--- src/sv/mkd_pkg.sv ---
`timescale 1ns / 1ps

package mkd_pkg;

  // Register map of the configuration port.
  localparam int unsigned CFG_IDX_W  = 2;
  localparam int unsigned CFG_DATA_W = 16;

  localparam logic [CFG_IDX_W-1:0] REG_LONG_PRESS = 2'd0;
  localparam logic [CFG_IDX_W-1:0] REG_LETTER_GAP = 2'd1;
  localparam logic [CFG_IDX_W-1:0] REG_PAUSE      = 2'd2;

  localparam logic [CFG_DATA_W-1:0] LONG_PRESS_RESET = 16'd300;
  localparam logic [CFG_DATA_W-1:0] LETTER_GAP_RESET = 16'd1000;
  localparam logic [CFG_DATA_W-1:0] PAUSE_RESET      = 16'd300;

  localparam int unsigned CODE_W    = 6;
  localparam int unsigned PATTERN_W = 5;
  localparam int unsigned IN_W      = 8;
  localparam int unsigned OUT_W     = 80;

  // Index is a leading one followed by the pattern, first symbol in the
  // highest bit, dash = 1. Zero means no letter.
  localparam logic [CODE_W-1:0] CODE_TABLE [32] = '{
    6'h00, 6'h00, 6'h05, 6'h20, 6'h09, 6'h01, 6'h14, 6'h13,
    6'h19, 6'h21, 6'h18, 6'h23, 6'h04, 6'h11, 6'h07, 6'h15,
    6'h08, 6'h22, 6'h06, 6'h00, 6'h12, 6'h00, 6'h16, 6'h10,
    6'h02, 6'h24, 6'h03, 6'h25, 6'h26, 6'h17, 6'h00, 6'h00
  };

  typedef struct packed {
    logic              pad;
    logic [63:0]       message_bytes;
    logic              pausing;
    logic              long_reached;
    logic [2:0]        symbols_held;
    logic [2:0]        cursor;
    logic [CODE_W-1:0] letter_code;
    logic              letter_valid;
  } out_word_t;

endpackage

--- src/sv/morse_key_decoder_unit.sv ---
`timescale 1ns / 1ps

// Morse key decoder. Each input word is one millisecond tick carrying the key
// level and the delete, space and clear buttons. The block times presses and
// gaps, collects dots and dashes, decodes a letter once the gap reaches the
// letter threshold and keeps an editable message of MESSAGE_SLOTS letters.
// Input stream: one word per tick. Output stream: one result word per tick
// with the decoded letter, cursor, symbol count, press and gap indicators and
// the packed message.
// The result of a tick is loaded into the output register at the edge that
// accepts the tick and can be taken from the next cycle on. A tick can be
// accepted every cycle while the receiver takes each result; the state update
// and the result are computed combinationally.
// When the receiver stalls, the result holds in the output register and the
// input stays ready only if that result is taken in the same cycle.
// The configuration port writes thresholds at once; write it only while no
// tick is in flight. Reset empties the message, symbols, timers and output,
// and loads the default thresholds (300, 1000, 300 ticks).
module morse_key_decoder_unit
  import mkd_pkg::*;
#(
  parameter int unsigned MESSAGE_SLOTS = 8,
  parameter int unsigned MAX_SYMBOLS   = 6,
  parameter int unsigned TIMER_BITS    = 16
) (
  input  logic                  clk_i,
  input  logic                  rst_ni,
  input  logic                  cfg_we_i,
  input  logic [CFG_IDX_W-1:0]  cfg_idx_i,
  input  logic [CFG_DATA_W-1:0] cfg_wdata_i,
  input  logic                  s_axis_tvalid_i,
  output logic                  s_axis_tready_o,
  // key_down, delete_pulse, space_pulse, clear_pulse, then zero padding
  input  logic [IN_W-1:0]       s_axis_tdata_i,
  output logic                  m_axis_tvalid_o,
  input  logic                  m_axis_tready_i,
  // letter_valid, letter_code[6], cursor[3], symbols_held[3], long_reached,
  // pausing, message_bytes[64], then zero padding
  output logic [OUT_W-1:0]      m_axis_tdata_o
);

  localparam int unsigned CNT_W = $clog2(MAX_SYMBOLS);
  localparam int unsigned CUR_W = $clog2(MESSAGE_SLOTS);
  localparam int unsigned CMP_W = (TIMER_BITS > CFG_DATA_W) ? TIMER_BITS : CFG_DATA_W;

  logic [CFG_DATA_W-1:0] long_cfg_q, gap_cfg_q, pause_cfg_q;

  logic [TIMER_BITS-1:0]  press_q, press_d, gap_q, gap_d;
  logic [MAX_SYMBOLS-1:0] sym_q, sym_d;
  logic [CNT_W-1:0]       cnt_q, cnt_d;
  logic [CUR_W-1:0]       cur_q, cur_d;
  logic [CODE_W-1:0]      msg_q [MESSAGE_SLOTS];
  logic [CODE_W-1:0]      msg_d [MESSAGE_SLOTS];

  out_word_t out_q, out_d;
  logic      out_valid_q;

  logic              accept;
  logic              key, del, spc, clr;
  logic              long_hit, letter_due, pause_hit;
  logic [CODE_W-1:0] lookup_code;

  assign s_axis_tready_o = !out_valid_q || m_axis_tready_i;
  assign accept          = s_axis_tvalid_i && s_axis_tready_o;

  assign key = s_axis_tdata_i[0];
  assign del = s_axis_tdata_i[1];
  assign spc = s_axis_tdata_i[2];
  assign clr = s_axis_tdata_i[3];

  assign long_hit   = CMP_W'(press_q) >= CMP_W'(long_cfg_q);
  assign letter_due = CMP_W'(gap_q) >= CMP_W'(gap_cfg_q);
  assign pause_hit  = (CMP_W'(gap_q) >= CMP_W'(pause_cfg_q)) && !key;

  mkd_pattern_decode #(
    .MAX_SYMBOLS (MAX_SYMBOLS),
    .CNT_W       (CNT_W)
  ) u_pattern_decode (
    .symbols_i (sym_q),
    .count_i   (cnt_q),
    .code_o    (lookup_code)
  );

  always_comb begin
    logic [CODE_W-1:0] dec_code;
    logic [63:0]       packed_msg;
    dec_code = '0;
    press_d  = press_q;
    gap_d    = gap_q;
    sym_d    = sym_q;
    cnt_d    = cnt_q;
    cur_d    = cur_q;
    msg_d    = msg_q;

    // The lookup yields zero for unknown patterns and for counts outside one to four.
    if (letter_due) begin
      if (lookup_code != '0) begin
        dec_code     = lookup_code;
        msg_d[cur_d] = lookup_code;
        cur_d        = (cur_d == CUR_W'(MESSAGE_SLOTS - 1)) ? '0 : cur_d + CUR_W'(1);
      end
      cnt_d = '0;
    end

    if (key) begin
      gap_d = '0;
      if (press_q != '1) begin
        press_d = press_q + TIMER_BITS'(1);
      end
    end else begin
      if (gap_q != '1) begin
        gap_d = gap_q + TIMER_BITS'(1);
      end
      if (press_q != '0) begin
        sym_d[cnt_d] = long_hit;
        cnt_d        = (cnt_d == CNT_W'(MAX_SYMBOLS - 1)) ? '0 : cnt_d + CNT_W'(1);
      end
      press_d = '0;
    end

    if (del) begin
      cur_d        = (cur_d == '0) ? CUR_W'(MESSAGE_SLOTS - 1) : cur_d - CUR_W'(1);
      msg_d[cur_d] = '0;
    end
    if (spc) begin
      msg_d[cur_d] = '0;
      cur_d        = (cur_d == CUR_W'(MESSAGE_SLOTS - 1)) ? '0 : cur_d + CUR_W'(1);
    end
    if (clr) begin
      for (int i = 0; i < MESSAGE_SLOTS; i++) begin
        msg_d[i] = '0;
      end
      cnt_d = '0;
      cur_d = '0;
    end

    packed_msg = '0;
    for (int i = 0; i < MESSAGE_SLOTS; i++) begin
      packed_msg[8*i +: 8] = {2'b00, msg_d[i]};
    end

    out_d.pad           = 1'b0;
    out_d.message_bytes = packed_msg;
    out_d.pausing       = pause_hit;
    out_d.long_reached  = long_hit;
    out_d.symbols_held  = 3'(cnt_d);
    out_d.cursor        = 3'(cur_d);
    out_d.letter_code   = dec_code;
    out_d.letter_valid  = (dec_code != '0);
  end

  always_ff @(posedge clk_i or negedge rst_ni) begin
    if (!rst_ni) begin
      long_cfg_q  <= LONG_PRESS_RESET;
      gap_cfg_q   <= LETTER_GAP_RESET;
      pause_cfg_q <= PAUSE_RESET;
    end else if (cfg_we_i) begin
      unique case (cfg_idx_i)
        REG_LONG_PRESS: long_cfg_q  <= cfg_wdata_i;
        REG_LETTER_GAP: gap_cfg_q   <= cfg_wdata_i;
        REG_PAUSE:      pause_cfg_q <= cfg_wdata_i;
        default: ;
      endcase
    end
  end

  always_ff @(posedge clk_i or negedge rst_ni) begin
    if (!rst_ni) begin
      press_q <= '0;
      gap_q   <= '0;
      sym_q   <= '0;
      cnt_q   <= '0;
      cur_q   <= '0;
      for (int i = 0; i < MESSAGE_SLOTS; i++) begin
        msg_q[i] <= '0;
      end
    end else if (accept) begin
      press_q <= press_d;
      gap_q   <= gap_d;
      sym_q   <= sym_d;
      cnt_q   <= cnt_d;
      cur_q   <= cur_d;
      msg_q   <= msg_d;
    end
  end

  always_ff @(posedge clk_i or negedge rst_ni) begin
    if (!rst_ni) begin
      out_valid_q <= 1'b0;
    end else if (accept) begin
      out_valid_q <= 1'b1;
    end else if (m_axis_tready_i) begin
      out_valid_q <= 1'b0;
    end
  end

  always_ff @(posedge clk_i) begin
    if (accept) begin
      out_q <= out_d;
    end
  end

  assign m_axis_tvalid_o = out_valid_q;
  assign m_axis_tdata_o  = out_q;

endmodule

--- src/sv/mkd_pattern_decode.sv ---
`timescale 1ns / 1ps

module mkd_pattern_decode
  import mkd_pkg::*;
#(
  parameter int unsigned MAX_SYMBOLS = 6,
  parameter int unsigned CNT_W       = 3
) (
  input  logic [MAX_SYMBOLS-1:0] symbols_i,
  input  logic [CNT_W-1:0]       count_i,
  output logic [CODE_W-1:0]      code_o
);

  logic [PATTERN_W-1:0] idx;

  // Patterns of zero or more than four symbols map to index 0, which holds no letter.
  always_comb begin
    case (count_i)
      CNT_W'(1): idx = {3'b000, 1'b1, symbols_i[0]};
      CNT_W'(2): idx = {2'b00, 1'b1, symbols_i[0], symbols_i[1]};
      CNT_W'(3): idx = {1'b0, 1'b1, symbols_i[0], symbols_i[1], symbols_i[2]};
      CNT_W'(4): idx = {1'b1, symbols_i[0], symbols_i[1], symbols_i[2], symbols_i[3]};
      default:   idx = '0;
    endcase
  end

  assign code_o = CODE_TABLE[idx];

endmodule
--- config.mk ---
export PLATFORM = sky130hd
export DESIGN_NAME = morse_key_decoder_unit
export DESIGN_NICKNAME = d
export VERILOG_FILES = /design/src/sv/mkd_pkg.sv /design/src/sv/morse_key_decoder_unit.sv /design/src/sv/mkd_pattern_decode.sv
export SDC_FILE = /design/constraint.sdc
export NUM_CORES = 1
export LEC_CHECK = 0
export ABC_AREA = 1
export BUFFER_PORTS_ARGS = -buffer_cell sky130_fd_sc_hd__buf_4
export CAP_MARGIN = 20
export CORE_MARGIN = 10
export CORE_UTILIZATION = 65
export DETAILED_ROUTE_END_ITERATION = 10
export GPL_TIMING_DRIVEN = 0
export PLACE_DENSITY = 0.86
export SLEW_MARGIN = 20
export SYNTH_ARGS = -nofsm -noshare
export SYNTH_HDL_FRONTEND = slang
export SYNTH_SLANG_ARGS = --single-unit
export TNS_END_PERCENT = 1
--- constraint.sdc ---
create_clock -name clk_i -period 9.69 [get_ports clk_i]
set_input_delay 0 -clock clk_i [delete_from_list [all_inputs] [get_ports clk_i]]
set_output_delay 0 -clock clk_i [all_outputs]
set_load 0.005 [all_outputs]
==> reports/qor.yml <==
outcome:
  outcome: "finished, final reports clean"
logic_synthesis:
  synthTopCellsByCount: "347 x nand2_1, 186 x inv_1, 125 x dfrtp_1"
  synth.top_cells.by_area: "dfrtp_1 26%, edfxtp_1 16%, nand2_1 11%"
  synth_area_per_cell_um2: 8.192
  async_flop_share_pct: 68.81
  syn_inst: 1453
  yosysSeqAreaShare_pct: 45.26
  ys_ff_latch: 202
  synth_edf_count: 63
  synth.most_common_cell: "nand2_1"
  netlist_area_mm2: 0.01190
  synth_cell_type_count: 53
  synth_top_area_share_pct: 26.28
  yosysWarnings: 0
  yosys.area.top_type: "dfrtp_1"
  synthFlopType: "dfrtp_1"
floorplan:
  rows: 49
  core_area_mm2: 0.01796
  ios: 113
  die_h_um: 155.3
  die_area_mm2: 0.02412
  die_w_um: 155.3
  initial_core_util_pct: 66.26
detailed_routing:
  first_pass_iters: 6
  vias_per_cell: 5.754
  wirelength_um: 32750
  ant_nets: 0
  post_drt_wl_per_cell_um: 17.62
  drtIter0Drc: 989
  via_count: 10697
  drc: 0
clock_network:
  clockRootBuffer: "clkbuf_16"
  tritoncts: "yes"
  cts_resized: 0
  max-clock-path-buffers: 3
  clkSinkCount: 202
  cts-htree-levels: 1
  hold_buffers: 28
  cts_setup_buffers: 0
  clkTransAtPathRegs_ps: 60
  worst_skew_pair.late_latency_ps: 510
  cts_made_buffers: 22
layout:
  regArea_mm2: 0.005388
  n_antenna_cell: 0
  area_growth_pct: 17.77
  nFillCells: 1210
  multi_input_area_mm2: 0.005510
  layout.nets: 1711
  final_area_mm2: 0.01402
  drive_gt1_share_pct: 15.95
worst_setup_path:
  startpoint_type: "flip-flop"
  regToRegSetupSlack_ps: 4690
  cp.arrival_ps: 5260
  worstPathRequired_ps: 9950
  r2r_cells: 27
  crit_fanout: 9
  worstSetupPathType: "flip-flop to flip-flop"
  timing.rr.start: "cnt_q[1]$_DFFE_PN0P_"
  endpoint_kind: "flip-flop"
  rr_endpoint: "m_axis_tdata_o[9]$_DFFE_PP_"
timing:
  fin_setup_tns_ps: 0
  fin_crit_sh_pct: 51.60
  tightest_slew_ps: 919.0
  relSlewSlack_pct: 38.09
  drv_slew: 0
  finClkSkew_ps: 14.71
  fin_crit_ps: 5000
  setup_viol: 0
  rsz0062_at_grt: "no"
  finalHoldViolations: 0
  fmax_mhz: 200.0
pwr:
  max-vdd-ir-drop_uv: 186.7
  p_per_area_mw_per_mm2: 190.0
  power_leakage_nw: 6.959
global_routing:
  overflow: 0
  grt_pass1_wl_um: 53490
  antenna_found_initial: 0
  grt_pass1_vias: 10429
  grt_max_degree: 75
  grt_util_all_layers_pct: 26.75
run:
  max_cap_viol_count: 0
placement:
  placed_area_mm2: 0.01300
  dp_hpwl_um: 22830
  portBuffers: 91
  finalWeightedCongestion: 0.9518
hold_path:
  hold_path_class: "input pin to async pin"
cell families after synthesis:
family          Yosys count  share of synthesized area (%)
simple gates            704                          27.95
buf+inv                 252                          8.946
compound gates          214                          9.661
flops                   202                          45.26
fa+ha+maj                66                          6.938
mux                      13                          1.135
other cells               1                        0.03151
xor+xnor                  1                        0.07360
metal layers:
| layer | global-route usage, % | wire length [um] | part of all wire [%] |
|---|---|---|---|
| met1 | 31.45 | 12300 | 38 |
| met2 | 47.47 | 16810 | 51 |
| met3 | 4.825 | 2602 | 7.9 |
| met4 | 10.07 | 1040 | 3.2 |
| met5 | 0 | 0 | 0 |
state kept, by name (all words and copies together), names as in the netlist, 4 cells and up:
name,flops
m_axis_tdata_o,63
msg_q,48
gap_cfg_q,16
gap_q,16
long_cfg_q,16
pause_cfg_q,16
press_q,16
sym_q,4
metrics by stage:
step	cells	setup WS, ps	hold slack [ps]	power (mW)	util, %
after floorplan	1469	5446	-295.6	1.545	-
after global placement	1789	4820	287.2	1.746	71.99
after detailed placement	1791	4760	-10.07	1.777	72.36
after CTS	1859	4738	57.34	2.645	78.03
after global routing	1859	4322	77.17	2.792	78.03
final	1859	4690	13.72	2.663	78.03
power by group:
group / switching (mW) / leakage, nW / internal [mW]
sequential: 0.0541 / 2.46 / 0.966
combinational: 0.524 / 4.14 / 0.258
clock: 0.343 / 0.367 / 0.518
total: 0.922 / 6.96 / 1.74
critical path: stages (launching register included):
cell	delay, ps
dfrtp_1	460
inv_2	130
nand4_1	100
nand2_1	110
nor2_1	450
inv_1	210
ha_1	330
nand2_1	60
nand3_1	70
nand2_1	70
nand2_1	60
nand2_2	290
inv_2	100
nand3_4	150
nand2_4	130
nand2_4	140
nand2_4	90
ha_1	190
ha_1	200
inv_1	150
nand3_4	130
nand2_1	100
nand2_2	120
ha_1	210
ha_1	260
or2_2	290
nand3_1	100
inv_1	60
area by class of cell:
type / count / area share [%]
multi-input cells: 1015 / 39.31
flip-flops and latches: 202 / 38.44
repair buffers: 121 / 7.319
inverters: 193 / 5.168
clock buffers: 33 / 4.659
plain buffers: 59 / 2.455
well taps: 229 / 2.044
clock inverters: 7 / 0.6070
how the worst max path moves through the flow:
| stage | start | endpoint | slack [ps] | cells past startpoint |
|---|---|---|---|---|
| floorplan | cnt_q[2]$_DFFE_PN0P_ | m_axis_tdata_o[9]$_DFFE_PP_ | 5450 | 25 |
| global placement | cnt_q[1]$_DFFE_PN0P_ | m_axis_tdata_o[9]$_DFFE_PP_ | 4820 | 27 |
| finish | cnt_q[1]$_DFFE_PN0P_ | m_axis_tdata_o[9]$_DFFE_PP_ | 4690 | 27 |
| detailed placement | cnt_q[1]$_DFFE_PN0P_ | m_axis_tdata_o[9]$_DFFE_PP_ | 4760 | 27 |
| global route | cnt_q[1]$_DFFE_PN0P_ | m_axis_tdata_o[9]$_DFFE_PP_ | 4320 | 27 |
| CTS | cnt_q[1]$_DFFE_PN0P_ | m_axis_tdata_o[9]$_DFFE_PP_ | 4740 | 27 |
layout by cell type (no fill, tap or decap), drive strengths merged, types with 2 or more instances in the layout:
| master | netlist | routed |
|---|---|---|
| dfstp | 14 | 14 |
| a21boi | 2 | 2 |
| edfxtp | 63 | 63 |
| conb | 1 | 17 |
| o211ai | 2 | 2 |
| inv | 192 | 192 |
| nor4 | 4 | 4 |
| nand3 | 111 | 111 |
| and2 | 4 | 4 |
| buf | 32 | 125 |
| clkbuf | 27 | 60 |
| a21oi | 42 | 42 |
| nand2 | 372 | 372 |
| ha | 66 | 66 |
| nand4 | 13 | 13 |
| mux2i | 9 | 9 |
| o21ai | 154 | 154 |
| dlygate4sd3 | 0 | 28 |
| or2 | 7 | 7 |
| mux2 | 4 | 4 |
| clkinv | 1 | 6 |
| a211oi | 3 | 3 |
| bufinv | 0 | 2 |
| nor3 | 66 | 66 |
| dfrtp | 125 | 125 |
| nor3b | 2 | 2 |
| a221oi | 2 | 2 |
| nand3b | 2 | 2 |
| nor2 | 123 | 123 |
No activity file was read; power rests on OpenSTA's default activity.
